**config.mk**
```make
export PLATFORM = sky130hd
export DESIGN_NAME = ple_cell
export DESIGN_NICKNAME = d
export VERILOG_FILES = /design/src/ple_pkg.sv /design/src/ple_cell.sv
export SDC_FILE = /design/constraint.sdc
export NUM_CORES = 1
export LEC_CHECK = 0
export BUFFER_PORTS_ARGS = -buffer_cell sky130_fd_sc_hd__buf_2
export CORE_UTILIZATION = 45
export CTS_BUF_LIST = sky130_fd_sc_hd__clkbuf_8
export CTS_CLUSTER_SIZE = 14
export DETAILED_ROUTE_END_ITERATION = 8
export PLACE_DENSITY_LB_ADDON = 0.25
export SLEW_MARGIN = 20
export SYNTH_ARGS = -nofsm -noshare
export SYNTH_HDL_FRONTEND = slang
export SYNTH_SLANG_ARGS = --single-unit
```
**constraint.sdc**
```tcl
create_clock -name clk -period 9.9 [get_ports clk]
set_input_delay 0.99 -clock clk [delete_from_list [all_inputs] [get_ports clk]]
set_output_delay 0.99 -clock clk [all_outputs]
set_load 0.1 [all_outputs]
```
**src/ple_pkg.sv**
```systemverilog
package ple_pkg;

	// List geometry
	localparam int CAPACITY = 1024;
	localparam int IDX_W    = $clog2(CAPACITY);
	localparam int CNT_W    = $clog2(CAPACITY + 1);

	// Field widths
	localparam int CMD_W    = 2;
	localparam int POS_W    = 11;
	localparam int VAL_W    = 32;
	localparam int STAT_W   = 2;

	// Width used for position range checks (room for count + 1)
	localparam int CMP_W    = ((CNT_W > POS_W) ? CNT_W : POS_W) + 1;

	typedef enum logic [CMD_W-1:0] {
		CMD_GET    = 2'd0,
		CMD_FIND   = 2'd1,
		CMD_INSERT = 2'd2,
		CMD_DELETE = 2'd3
	} cmd_t;

	typedef enum logic [STAT_W-1:0] {
		STAT_OK    = 2'd0,
		STAT_RANGE = 2'd1,
		STAT_FULL  = 2'd2
	} status_t;

	// What every cell does in the current cycle
	typedef enum logic [1:0] {
		OP_HOLD   = 2'd0,
		OP_INSERT = 2'd1,
		OP_DELETE = 2'd2,
		OP_ROTATE = 2'd3
	} cell_op_t;

	typedef enum logic [1:0] {
		ST_IDLE = 2'd0,
		ST_SCAN = 2'd1,
		ST_POST = 2'd2
	} ctrl_state_t;

	// Broadcast from the controller to the row of cells
	typedef struct packed {
		cell_op_t                 op;
		logic [IDX_W-1:0]         p0;     // 0-based target slot
		logic [IDX_W-1:0]         last;   // 0-based last occupied slot
		logic signed [VAL_W-1:0]  value;  // value to insert
	} cell_ctl_t;

endpackage

```
**src/ple_cell.sv**
```systemverilog
module ple_cell (
	input  logic                            clk,
	input  ple_pkg::cell_ctl_t              ctl,
	input  logic [ple_pkg::IDX_W-1:0]       idx,
	input  logic signed [ple_pkg::VAL_W-1:0] left_data,
	input  logic signed [ple_pkg::VAL_W-1:0] right_data,
	input  logic signed [ple_pkg::VAL_W-1:0] head_data,
	output logic signed [ple_pkg::VAL_W-1:0] data
);

	logic signed [ple_pkg::VAL_W-1:0] data_q;

	// One list slot: shift up on insert, down on delete, ring-rotate toward slot 0 on scan
	always_ff @(posedge clk) begin
		case (ctl.op)
			ple_pkg::OP_INSERT: begin
				if (idx == ctl.p0)
					data_q <= ctl.value;
				else if (idx > ctl.p0)
					data_q <= left_data;
			end
			ple_pkg::OP_DELETE: begin
				if (idx >= ctl.p0)
					data_q <= right_data;
			end
			ple_pkg::OP_ROTATE: begin
				// last occupied slot closes the ring with the head
				if (idx == ctl.last)
					data_q <= head_data;
				else if (idx < ctl.last)
					data_q <= right_data;
			end
			default: begin
				data_q <= data_q;
			end
		endcase
	end

	assign data = data_q;

endmodule

```
==> results_dict.tcl, run 1 <==
set metrics [dict create \
    outcome "finished, final reports clean" \
    count_of_clock_tree_sinks 32 \
    netlist-cell-type-count 31 \
    cell_area_placed_um2 3570 \
    routed_wl_met3_um 536 \
    tritoncts "built" \
    coreArea_um2 5610 \
    slew-limit-headroom_pct 33.0 \
    number_of_antenna_violations_at_the_first_check_in_global_routing 0 \
    top_layer "met4" \
    dr_wl_met2_um 3530 \
    synth_cells 253 \
    viasPerCell 5.00 \
    number_of_cells_in_the_finished_layout_apart_from_fillers 511 \
    critical_path_arrival_ns 3.18 \
    type_of_the_tightest_min_delay_check "primary input to register" \
    fin_crit_share_pct 32.2 \
    layout.nets 619 \
    timing.critical_path.required_ns 9.89 \
    cts_hold_buf 0 \
    grt-ovfl-total 0 \
    ys.warnings.count 0 \
    path_max_fanout 34 \
    port_buffers 192 \
    hold_ws_ns 1.06 \
    initial_utilization_pct 47.6 \
    dpl.hpwl_um 5400 \
    tritoncts.num_buffers 5 \
    synth-seq-cells 32 \
    rsz_0062_raised_after_global_routing "no" \
    mostFrequentLayoutCell "buf_2" \
    end_kind "register" \
    pwr_density_cell_nw_per_um2 154 \
    areaGrowthSynthToFinish_pct 38.2 \
    post_cts_buffers 0 \
    die-area_um2 6250 \
    final.setup.tns_ns 0 \
    path_class "primary input to register" \
    synth.cell_area_um2 2670 \
    slew_violations 0 \
    layout.cells.most_common_list "192 x buf_2, 34 x a21oi_1, 32 x mux2i_1, 32 x edfxtp_1, 26 x a211oi_1" \
    drt_pass1_iterations 4 \
    place.detailed.instances 502 \
    overall_via_count_from_detail_route 2555 \
    synth-edff-count 32 \
    finalPower_mw 0.569 \
    ys_seq_area_share_pct 36.0 \
    clock_tree.root_cell "clkbuf_8" \
    io_pins 193 \
    largest_register_ffs 32 \
    clk_path_buf_depth 2 \
    die-width_um 79.0 \
    drc 0 \
    antenna_cells 0 \
    pre_cts_slack_ns 6.03 \
    routedWlPerCell_um 13.2 \
    final_cell_area_um2 3690 \
    final_critical_path_setup_slack_ns 6.71 \
    first_global_vias 2385 \
    synth_fp_nets 434 \
    fraction_of_final_layout_cells_sized_beyond_drive_strength_1_pct 51.0 \
    async_flop_share_pct 0 \
    cts-htree-levels 2 \
    grt_pass1_wl_um 10400 \
    detail_route.iter0.violations 47 \
    standard_cell_row_count 27 \
    period_minus_slack_ns 3.19 \
    routabilityCongestion 0.773 \
    power.ir.vdd_worst_mv 0.0970 \
    setup_viol_count_final 0 \
    postCtsResizedCells 0 \
    drv.max_cap_violation_count 0 \
    route.final.wire_length_um 6740 \
    wirelength_met1_um 2560 \
    grt.total_usage_pct 21.5 \
    drtAntennaViolNets 0 \
    hold_viol_final 0 \
    fp.dieH_um 79.0 \
    syn_avg_cell_area_um2 10.6 \
    worst_setup_path_start_kind "primary input" \
    clk_transition_reported_paths_ns 0.07 \
    synthFlopType "edfxtp_1" \
    max_freq_mhz 314 \
    timing_worst_slew_pin_value_ns 1.00 \
    post-route-util_pct 65.8 \
    pin_count_of_the_biggest_net_entering_global_routing 68 \
    leakagePower_nw 1.72 \
]
power breakdown:
group	total [mW]	switching [mW]	leakage [nW]	internal [mW]
combinational	0.268	0.211	1.35	0.0571
clock	0.119	0.0459	0.0593	0.0736
sequential	0.182	0.00489	0.310	0.177
total	0.569	0.262	1.72	0.307
cell type report:
| type | instances | area (um2) |
|---|---|---|
| clock inverter | 3 | 38.8 |
| sequential | 32 | 961 |
| clock buffer | 5 | 68.8 |
| inverter | 23 | 86.3 |
| multi-input combinational | 181 | 1460 |
| tap | 72 | 90.1 |
| fill | 484 | 1920 |
| timing repair buffer | 195 | 991 |
critical path, cell delays in order:
cell,delay (ns)
buf_2,0.11
ha_1,0.32
nand4_2,0.18
nor3_4,0.47
buf_8,0.24
buf_4,0.33
and2b_2,0.26
a211oi_1,0.21
a21oi_1,0.06
cell families (layout without fill, tap and decap cells):
logic type | count (synthesis) | count (layout) | synth area share [%]
fa+ha+maj | 20 | 20 | 9.37
flops | 32 | 32 | 36.0
buf+inv | 40 | 226 | 9.84
compound gates | 80 | 80 | 20.7
mux | 32 | 32 | 12.0
simple gates | 49 | 49 | 12.1
metal layers:
layer  vias up  track usage, %
met5         -               0
met4         0            7.64
met3        10            5.52
met2       117            40.3
met1      1116            22.9
li1       1312               -
synthesized netlist by cell type, types with 3 or more instances:
master | count | area share [%]
edfxtp_1 | 32 | 36
inv_1 | 23 | 3.2
mux2i_1 | 32 | 12
a211oi_1 | 26 | 7.3
nor2_1 | 3 | 0.42
a21oi_2 | 3 | 0.98
ha_1 | 20 | 9.4
a21oi_1 | 34 | 6.4
clkbuf_1 | 3 | 0.42
nand2_1 | 4 | 0.56
buf_6 | 4 | 1.7
nor2b_1 | 25 | 5.9
and2b_2 | 7 | 2.3
o21ai_0 | 4 | 0.75
nand4_1 | 3 | 0.70
buf_8 | 5 | 2.8
a211oi_2 | 8 | 3.7
worst paths after layout:
| check | cells after the start | end | startpoint |
|---|---|---|---|
| max | 9 | data[18] | idx[9] |
| min | 3 | data[17] | ctl[17] |
Note: power is estimated with default switching activity, not from simulation.
==> run 2, diff against run 1 <==
- CORE_UTILIZATION: 45 -> 38
- clock period: 9.9 -> 2.8 ns (I/O delays scaled with it)
==> run 2 against run 1 <==
Critical path depth fell by 1. Critical path type unchanged. Cell count rose by 5.3%. Hold slack worse by 0.71 ns. Combinational power grew to 3.6 times the previous value. Sequential power rose to 3.5 times the previous value.
==> results_dict.tcl, run 2 (same netlist as run 1, synthesis figures left out) <==
set metrics [dict create \
    outcome "finished, final reports clean" \
    share_seq_of_total_power_pct 31.9 \
    path_max_fanout 32 \
    path_class "primary input to register" \
    post_cts_buffers 0 \
    combinationalPowerShare_pct 47.4 \
    drv.max_cap_violation_count 0 \
    io_pins 193 \
    rsz_0062_raised_after_global_routing "no" \
    end_kind "register" \
    number_of_antenna_violations_at_the_first_check_in_global_routing 0 \
    coreArea_um2 6790 \
    antenna_cells 0 \
    count_of_clock_tree_sinks 32 \
    crit_buf_inv 2 \
    power.share.clock_pct 20.7 \
    start_point_of_the_critical_path "idx[9]" \
    grt.total_usage_pct 17.8 \
    routedWlPerCell_um 12.5 \
    tritoncts.num_buffers 5 \
    layout.cells.most_common_list "192 x buf_2, 34 x a21oi_1, 32 x mux2i_1, 32 x edfxtp_1, 26 x a211oi_1" \
    critical_path_arrival_ns 1.96 \
    setup_viol_count_final 0 \
    drt_pass1_iterations 4 \
    drc 0 \
    layout.nets 622 \
    tritoncts "built" \
    leakagePower_nw 1.74 \
    slew-limit-headroom_pct 48.9 \
    fraction_of_final_layout_cells_sized_beyond_drive_strength_1_pct 51.1 \
    final.setup.tns_ns 0 \
    slew_violations 0 \
    period_minus_slack_ns 1.97 \
    mostFrequentLayoutCell "buf_2" \
    areaGrowthSynthToFinish_pct 41.3 \
    hold_ws_ns 0.350 \
    drtAntennaViolNets 0 \
    grt-ovfl-total 0 \
    route.final.wire_length_um 6730 \
    fp.dieH_um 85.8 \
    min-delay-start "ctl[17]" \
    routabilityCongestion 0.768 \
    worst_setup_path_start_kind "primary input" \
    die-area_um2 7370 \
    crit_slowest_cell "ha_1" \
    power.ir.vdd_worst_mv 0.213 \
    internal_power_mw 1.09 \
    clk_path_buf_depth 2 \
    hold_viol_final 0 \
    switching_share_pct 45.6 \
    finalPower_mw 2.01 \
    detail_route.iter0.violations 48 \
    timing.critical_path.required_ns 2.80 \
    port_buffers 192 \
    final_critical_path_setup_slack_ns 0.834 \
    cts_hold_buf 0 \
    max_freq_mhz 509 \
    clock_tree.root_cell "clkbuf_8" \
    grt_pass1_wl_um 10300 \
    largest_register_ffs 32 \
    first_global_vias 2356 \
    pwr_density_cell_nw_per_um2 532 \
    die-width_um 85.8 \
    critical_path.top_delay_family "simple AND/OR/NAND/NOR gates" \
    pre_cts_slack_ns 0.517 \
    dpl.hpwl_um 5510 \
    timing_worst_slew_pin_value_ns 0.748 \
    overall_via_count_from_detail_route 2572 \
    cts-htree-levels 2 \
    p_sw_mw 0.917 \
    max_stage_delay_ns 0.32 \
    standard_cell_row_count 30 \
    clk_transition_reported_paths_ns 0.06 \
    cp_cell_sequence "buf_2 -> ha_1 -> nand4_2 -> nor3_4 -> buf_12 -> and2b_2 -> a211oi_1 -> a21oi_1" \
    pin_count_of_the_biggest_net_entering_global_routing 67 \
    fin_crit_share_pct 70.2 \
    postCtsResizedCells 0 \
    viasPerCell 4.78 \
    initial_utilization_pct 39.3 \
    type_of_the_tightest_min_delay_check "primary input to register" \
]
==> run 2: layout make-up <==
| type | count | area [um2] |
|---|---|---|
| clock buffers | 5 | 68.8 |
| clock inverters | 3 | 37.5 |
| fillers | 644 | 3020 |
| inverters | 23 | 86.3 |
| multi-input cells | 181 | 1460 |
| flip-flops and latches | 32 | 961 |
| well taps | 96 | 120 |
| repair buffers | 198 | 1040 |
==> run 2: power groups by stage <==
stage	Sequential [mW]	Combinational (mW)	Clock, mW
after floorplan	1.23	0.152	0
after global placement	0.648	0.950	0
after detailed placement	0.652	0.958	0
after CTS	0.642	0.959	0.429
after global routing	0.649	0.998	0.446
final	0.641	0.952	0.416
==> run 2: path summary, 6_finish.rpt <==
kind              cells after the start  endpoint
hold / removal                        3  data[17]
setup / recovery                      8  data[20]
==> run 2: tightest hold or removal path, delay by kind of cell <==
family          cells  cell delay (ns)
buf+inv             1             0.07
compound gates      2             0.15
==> run 2: through the flow <==
stage,util (%),cells,instance area (um2)
final,55.5,538,3770
after CTS,55.5,538,3770
after floorplan,-,253,2670
after detailed placement,54.0,530,3670
after global routing,55.5,538,3770
after global placement,54.0,530,3670
==> run 2: metal layers <==
layer	GRT usage [%]	vias up	wire length, um
met5	0	-	0
met4	4.55	0	41
met3	4.33	4	476
met2	33.8	104	3510
met1	19.9	1141	2700
li1	-	1323	-
