--- src/ple_pkg.sv ---
package ple_pkg;

	// List geometry
	localparam int CAPACITY = 1024;
	localparam int IDX_W    = $clog2(CAPACITY);
	localparam int CNT_W    = $clog2(CAPACITY + 1);

	// Field widths
	localparam int CMD_W    = 2;
	localparam int POS_W    = 11;
	localparam int VAL_W    = 32;
	localparam int STAT_W   = 2;

	// Width used for position range checks (room for count + 1)
	localparam int CMP_W    = ((CNT_W > POS_W) ? CNT_W : POS_W) + 1;

	typedef enum logic [CMD_W-1:0] {
		CMD_GET    = 2'd0,
		CMD_FIND   = 2'd1,
		CMD_INSERT = 2'd2,
		CMD_DELETE = 2'd3
	} cmd_t;

	typedef enum logic [STAT_W-1:0] {
		STAT_OK    = 2'd0,
		STAT_RANGE = 2'd1,
		STAT_FULL  = 2'd2
	} status_t;

	// What every cell does in the current cycle
	typedef enum logic [1:0] {
		OP_HOLD   = 2'd0,
		OP_INSERT = 2'd1,
		OP_DELETE = 2'd2,
		OP_ROTATE = 2'd3
	} cell_op_t;

	typedef enum logic [1:0] {
		ST_IDLE = 2'd0,
		ST_SCAN = 2'd1,
		ST_POST = 2'd2
	} ctrl_state_t;

	// Broadcast from the controller to the row of cells
	typedef struct packed {
		cell_op_t                 op;
		logic [IDX_W-1:0]         p0;     // 0-based target slot
		logic [IDX_W-1:0]         last;   // 0-based last occupied slot
		logic signed [VAL_W-1:0]  value;  // value to insert
	} cell_ctl_t;

endpackage

--- src/ple_ctrl.sv ---
module ple_ctrl (
	input  logic                             clk,
	input  logic                             arst_n,
	input  logic                             in_valid,
	output logic                             in_stall,
	input  logic [ple_pkg::CMD_W-1:0]        cmd,
	input  logic [ple_pkg::POS_W-1:0]        position,
	input  logic signed [ple_pkg::VAL_W-1:0] value,
	input  logic signed [ple_pkg::VAL_W-1:0] head_data,
	output ple_pkg::cell_ctl_t               cell_ctl,
	output logic                             out_valid,
	input  logic                             out_stall,
	output logic signed [ple_pkg::VAL_W-1:0] read_value,
	output logic [ple_pkg::POS_W-1:0]        found_position,
	output logic [ple_pkg::STAT_W-1:0]       status,
	output logic [ple_pkg::POS_W-1:0]        entry_count
);

	ple_pkg::ctrl_state_t state_q, state_d;
	logic [ple_pkg::CNT_W-1:0]        count_q, count_d;
	logic [ple_pkg::IDX_W-1:0]        step_q, step_d;
	logic signed [ple_pkg::VAL_W-1:0] rd_q, rd_d;
	logic [ple_pkg::CNT_W-1:0]        found_q, found_d;

	// Beat captured for a scan
	ple_pkg::cmd_t                    cmd_q;
	logic [ple_pkg::IDX_W-1:0]        p0_q;
	logic signed [ple_pkg::VAL_W-1:0] key_q;

	// Output register
	logic                             out_valid_q;
	logic signed [ple_pkg::VAL_W-1:0] out_rd_q;
	logic [ple_pkg::POS_W-1:0]        out_found_q;
	ple_pkg::status_t                 out_status_q;
	logic [ple_pkg::POS_W-1:0]        out_count_q;

	logic                             load;
	logic signed [ple_pkg::VAL_W-1:0] ld_rd;
	logic [ple_pkg::CNT_W-1:0]        ld_found;
	ple_pkg::status_t                 ld_status;
	logic [ple_pkg::CNT_W-1:0]        ld_count;

	logic                             out_free, accept;
	logic [ple_pkg::CMP_W-1:0]        pos_x, cnt_x;
	logic                             rng_bad, ins_bad, list_full, ins_ok;
	logic [ple_pkg::IDX_W-1:0]        p0;
	logic                             step_last;

	// Handshake and range checks
	assign out_free  = !out_valid_q || !out_stall;
	assign in_stall  = (state_q != ple_pkg::ST_IDLE) || !out_free;
	assign accept    = in_valid && !in_stall;

	assign pos_x     = ple_pkg::CMP_W'(position);
	assign cnt_x     = ple_pkg::CMP_W'(count_q);
	assign rng_bad   = (position == '0) || (pos_x > cnt_x);
	assign ins_bad   = (position == '0) || (pos_x > (cnt_x + ple_pkg::CMP_W'(1)));
	assign list_full = count_q >= ple_pkg::CNT_W'(ple_pkg::CAPACITY);
	assign ins_ok    = !ins_bad && !list_full;
	assign p0        = ple_pkg::IDX_W'(position - ple_pkg::POS_W'(1));
	assign step_last = step_q == ple_pkg::IDX_W'(count_q - ple_pkg::CNT_W'(1));

	// Next state, cell command and result load
	always_comb begin
		state_d        = state_q;
		count_d        = count_q;
		step_d         = step_q;
		rd_d           = rd_q;
		found_d        = found_q;
		cell_ctl.op    = ple_pkg::OP_HOLD;
		cell_ctl.p0    = p0;
		cell_ctl.last  = ple_pkg::IDX_W'(count_q - ple_pkg::CNT_W'(1));
		cell_ctl.value = value;
		load           = 1'b0;
		ld_rd          = '0;
		ld_found       = '0;
		ld_status      = ple_pkg::STAT_OK;
		ld_count       = count_q;
		unique case (state_q)
			ple_pkg::ST_IDLE: begin
				if (accept) begin
					unique case (ple_pkg::cmd_t'(cmd))
						ple_pkg::CMD_GET: begin
							if (rng_bad) begin
								load      = 1'b1;
								ld_status = ple_pkg::STAT_RANGE;
							end else begin
								state_d = ple_pkg::ST_SCAN;
								step_d  = '0;
								rd_d    = '0;
								found_d = '0;
							end
						end
						ple_pkg::CMD_FIND: begin
							if (count_q == '0) begin
								load = 1'b1;
							end else begin
								state_d = ple_pkg::ST_SCAN;
								step_d  = '0;
								rd_d    = '0;
								found_d = '0;
							end
						end
						ple_pkg::CMD_INSERT: begin
							load = 1'b1;
							if (ins_bad) begin
								ld_status = ple_pkg::STAT_RANGE;
							end else if (list_full) begin
								ld_status = ple_pkg::STAT_FULL;
							end else begin
								cell_ctl.op = ple_pkg::OP_INSERT;
								count_d     = count_q + ple_pkg::CNT_W'(1);
								ld_count    = count_d;
							end
						end
						ple_pkg::CMD_DELETE: begin
							load = 1'b1;
							if (rng_bad) begin
								ld_status = ple_pkg::STAT_RANGE;
							end else begin
								cell_ctl.op = ple_pkg::OP_DELETE;
								count_d     = count_q - ple_pkg::CNT_W'(1);
								ld_count    = count_d;
							end
						end
						default: begin
							load = 1'b0;
						end
					endcase
				end
			end
			ple_pkg::ST_SCAN: begin
				// slot 0 holds entry step_q; once every entry has passed slot 0 the ring is back in order
				cell_ctl.op = ple_pkg::OP_ROTATE;
				if (cmd_q == ple_pkg::CMD_GET && step_q == p0_q)
					rd_d = head_data;
				if (cmd_q == ple_pkg::CMD_FIND && found_q == '0 && head_data == key_q)
					found_d = ple_pkg::CNT_W'(step_q) + ple_pkg::CNT_W'(1);
				step_d = step_q + ple_pkg::IDX_W'(1);
				if (step_last)
					state_d = ple_pkg::ST_POST;
			end
			ple_pkg::ST_POST: begin
				if (out_free) begin
					load     = 1'b1;
					ld_rd    = rd_q;
					ld_found = found_q;
					state_d  = ple_pkg::ST_IDLE;
				end
			end
			default: begin
				state_d = ple_pkg::ST_IDLE;
			end
		endcase
	end

	// Control registers
	always_ff @(posedge clk or negedge arst_n) begin
		if (!arst_n) begin
			state_q     <= ple_pkg::ST_IDLE;
			count_q     <= '0;
			out_valid_q <= 1'b0;
		end else begin
			state_q <= state_d;
			count_q <= count_d;
			if (load)
				out_valid_q <= 1'b1;
			else if (!out_stall)
				out_valid_q <= 1'b0;
		end
	end

	// Scan working registers and captured beat
	always_ff @(posedge clk) begin
		step_q  <= step_d;
		rd_q    <= rd_d;
		found_q <= found_d;
		if (accept) begin
			cmd_q <= ple_pkg::cmd_t'(cmd);
			p0_q  <= p0;
			key_q <= value;
		end
	end

	// Result register
	always_ff @(posedge clk) begin
		if (load) begin
			out_rd_q     <= ld_rd;
			out_found_q  <= ple_pkg::POS_W'(ld_found);
			out_status_q <= ld_status;
			out_count_q  <= ple_pkg::POS_W'(ld_count);
		end
	end

	assign out_valid      = out_valid_q;
	assign read_value     = out_rd_q;
	assign found_position = out_found_q;
	assign status         = out_status_q;
	assign entry_count    = out_count_q;

`ifndef SYNTHESIS
	a_count_cap: assert property (@(posedge clk) disable iff (!arst_n)
		count_q <= ple_pkg::CNT_W'(ple_pkg::CAPACITY))
		else $error("entry count above capacity");

	a_scan_step: assert property (@(posedge clk) disable iff (!arst_n)
		(state_q == ple_pkg::ST_SCAN) |-> (ple_pkg::CNT_W'(step_q) < count_q))
		else $error("scan step past last entry");

	a_busy_stall: assert property (@(posedge clk) disable iff (!arst_n)
		(state_q != ple_pkg::ST_IDLE) |-> in_stall)
		else $error("input taken while busy");

	a_ins_count: assert property (@(posedge clk) disable iff (!arst_n)
		(accept && ple_pkg::cmd_t'(cmd) == ple_pkg::CMD_INSERT && ins_ok)
		|=> (count_q == $past(count_q) + ple_pkg::CNT_W'(1)))
		else $error("insert did not grow list");

	a_scan_keeps_count: assert property (@(posedge clk) disable iff (!arst_n)
		(state_q == ple_pkg::ST_SCAN) |=> $stable(count_q))
		else $error("count changed during scan");
`endif

endmodule
--- config.mk ---
export PLATFORM = sky130hd
export DESIGN_NAME = ple_ctrl
export DESIGN_NICKNAME = d
export VERILOG_FILES = /design/src/ple_pkg.sv /design/src/ple_ctrl.sv
export SDC_FILE = /design/constraint.sdc
export NUM_CORES = 1
export LEC_CHECK = 0
export ABC_AREA = 1
export BUFFER_PORTS_ARGS = -buffer_cell sky130_fd_sc_hd__buf_2
export CORE_MARGIN = 3
export CORE_UTILIZATION = 33
export CTS_CLUSTER_SIZE = 16
export DETAILED_ROUTE_END_ITERATION = 6
export PLACE_DENSITY = 0.58
export SYNTH_ARGS = -nofsm -noshare
export SYNTH_HDL_FRONTEND = slang
export SYNTH_SLANG_ARGS = --single-unit
--- constraint.sdc ---
create_clock -name clk -period 5.5 [get_ports clk]
set_clock_uncertainty 0.2 [all_clocks]
set_input_delay 0 -clock clk [delete_from_list [all_inputs] [get_ports clk]]
set_output_delay 0 -clock clk [all_outputs]
set_load 0.01 [all_outputs]
==> results.txt <==
# IOs -> 193
Compound-Gate Fraction of Synth Area -> 4.26%
PD cells -> 247 nW/um2
Die width -> 167 um
Die boundary height -> 167 um
WS Path Type -> flop to flop
Synth Area in Adders -> 4.65%
Fmax -> 0.250 GHz
WL final -> 22.8 mm
CP startpoint kind -> flop
Synth warnings -> 0
First-pass GRT wire length -> 35.4 mm
Slew at the pin closest to its max-slew limit -> 1.08 ns
Non-Filler Instances -> 1,489
Most common cell type on the critical path -> nand2_1
DP Wirelength -> 16.7 mm
Total power -> 2.75 mW
NumNets Final -> 1,259
Post-CTS Resized -> 0
CP endpoint kind -> flop
FF-to-FF Start -> count_q[10]
CTS buffer count -> 17
Initial core utilization -> 33.9%
Critical-path cell list -> inv_1, ha_1, nand2_1, nor2_1, and2_1, nand2_1, nand3_1, nand2_1, nand2_1, inv_2, nor2_1, o21ai_0, nand2_2, buf_4
R2R setup slack -> 1.50 ns
Clk buf depth -> 2
Number of global-route vias before repair -> 6,444
Critical path fanouts, max -> 45
Syn-to-layout area delta -> 29.7%
Tcrit/Tclk final -> 72.8%
Initial antenna violation count -> 0
Avg Synthesized Cell Area -> 9.63 um2
Total vias in the final route -> 6,730
Highest-count cells in the layout ignoring fill and taps -> buf_2 (192), nand2_1 (168), edfxtp_1 (153)
Sequential area share after synthesis -> 57.5%
Crit path largest cell delay -> 0.78 ns
H-tree Lvls -> 4
RSZ-0062 raised after global routing -> false
Syn Inst Count -> 893
Number of synthesized flops with an enable pin -> 153
Critical hold path startpoint -> value[8]
Period minus WS final -> 4.00 ns
CTS tree -> done
Synth Area in Simple Gates -> 19.9%
Drt pass-1 iters -> 5
Predominant post-synthesis flop cell -> edfxtp_1
Tot GR Track Use -> 16.1%
Share of cells above drive strength 1 -> 22.0%
Worst-path clk slew -> 0.07 ns
RePlAce Congestion -> 0.883
Max_slew headroom -> 28.0%
Clock sink count -> 167
Root Buffer -> clkbuf_16
WL per Instance -> 15.3 um
Endpoints failing setup -> 0
Diodes inserted -> 0
Hold Crit Class -> input pin to flop
Post-CTS setup buffer count -> 0
IO Port Bufs -> 192
Placed instance count -> 1,372
Outcome -> completed
Initial DRC count -> 446
Worst-Skew Late Latency -> 0.43 ns
Post-synth ARST share -> 8.38%
Area of the core -> 25,400 um2
Largest net degree at the start of global routing -> 46
Pleak -> 4.82 nW
Mapped Area -> 8600 um2
Syn nets -> 1,006
CP arrival -> 3.94 ns
Total die area -> 28,000 um2
DR vias/cell -> 4.52
Worst Reg-to-Reg Cells -> 14
Residual DRC -> 0
Grt total ovfl -> 0
Peak VDD IR -> 154 uV
FF-to-FF End -> entry_count[7]
Largest family of logic cells by synthesized area -> simple AND/OR/NAND/NOR gates
# rows -> 58
Final hold vios -> 0
CP max stage cell -> nand2_2
Fill cells -> 2,460
Number of max-cap violations -> 0
Final hold slack -> 0.0989 ns
Post-synthesis mux area share -> 0%
Post-synthesis xor/xnor area fraction -> 4.07%
Cts hold-fix bufs -> 85
Critical Path RT -> 5.44 ns
Worst Hold End -> key_q[8]
Setup tns final -> 0 ns
Commonest non-fill, non-tap cell in the layout -> buf_2
Hold Path Depth -> 2
ANT nets after route -> 0
Post-synth cell types -> 40
Number of synthesized register bits -> 167
Fin. max-slew vios -> 0
-- area by class of cell --
cell class                 instances  area, um2  share of cell area [%]
clock buffer                      17        425                    3.81
timing repair buffer             281       1840                    16.5
inverter                         139        522                    4.68
clock inverter                    15        160                    1.44
tap                              330        413                    3.70
multi-input combinational        540       2850                    25.5
sequential                       167       4940                    44.3
-- routing by layer --
metal,track usage (%),share of wire [%],up-vias,wire length [um]
met5,0,0,-,0
met4,5.48,2.1,0,487
met3,2.57,4.7,28,1070
met2,26.9,49,188,11200
met1,21.3,44,3116,10100
li1,-,-,3398,-
-- where the power goes --
part           internal, mW  switching [mW]
clock network         0.643           0.540
logic                0.0989          0.0977
registers              1.37     0.000000602
-- cell families after synthesis --
group                      count (synthesis)
xor gates and xnor gates                  40
and+or+nand+nor                          404
buffers and inverters                    186
AOI/OAI and AO/OA                         64
DFF                                      167
adders and majority gates                 32
-- metrics by stage --
stage          setup slack [ns]  instance area, um2  utilization, %
2_1_floorplan              1.36                8600               -
3_3_place_gp               1.56                9720            38.3
3_5_place_dp               1.47                9720            38.3
4_1_cts                    1.44               11200            43.9
5_1_grt                    1.05               11200            43.9
6_report                   1.50               11200            43.9
-- sequential cells by signal, indices dropped and copies added (netlist names) --
| signal | count |
|---|---|
| count_q | 11 |
| out_valid | 1 |
| p0_q | 10 |
| found_q | 11 |
| rd_q | 32 |
| cmd_q | 2 |
| status | 2 |
| key_q | 32 |
| found_position | 11 |
| read_value | 32 |
| step_q | 10 |
| entry_count | 11 |
| state_q | 2 |
-- worst max-delay path, delay by kind of cell, from the launching register on --
kind	cells	cell delay (ns)
and+or+nand+nor	9	1.76
buffers and inverters	3	0.74
DFF	1	0.47
adders and majority gates	1	0.38
AOI/OAI and AO/OA	1	0.14
-- how the worst max path moves through the flow --
stage                     start              to  cells after the start
floorplan           count_q[10]         rd_q[0]                     16
global placement    count_q[10]  entry_count[5]                     14
detailed placement  count_q[10]  entry_count[7]                     14
CTS                 count_q[10]  entry_count[5]                     14
global route        count_q[10]  entry_count[7]                     14
finish              count_q[10]  entry_count[7]                     14
-- cell usage after synthesis (3+ instances only) --
cell       instances  area, um2
nor3_1            15       75.1
o21ai_0           26        130
a21oi_1           18       90.1
nor2_2             4       25.0
or2_2              6       37.5
inv_2              3       11.3
nand2_2            4       25.0
o2111ai_1          3       26.3
nor4_1             5       31.3
ha_1              32        400
xnor2_1           10       87.6
nand4_1           11       68.8
buf_4             32        240
inv_1            134        503
nand2_1          169        634
a31oi_1            5       31.3
nand3_1           44        220
buf_2              4       20.0
nor2_1           138        518
clkbuf_1           8       30.0
xor2_1            30        263
edfxtp_1         153       4590
dfrtp_1           14        350
a22oi_1            4       30.0
Note: power is estimated with default switching activity, not from simulation.
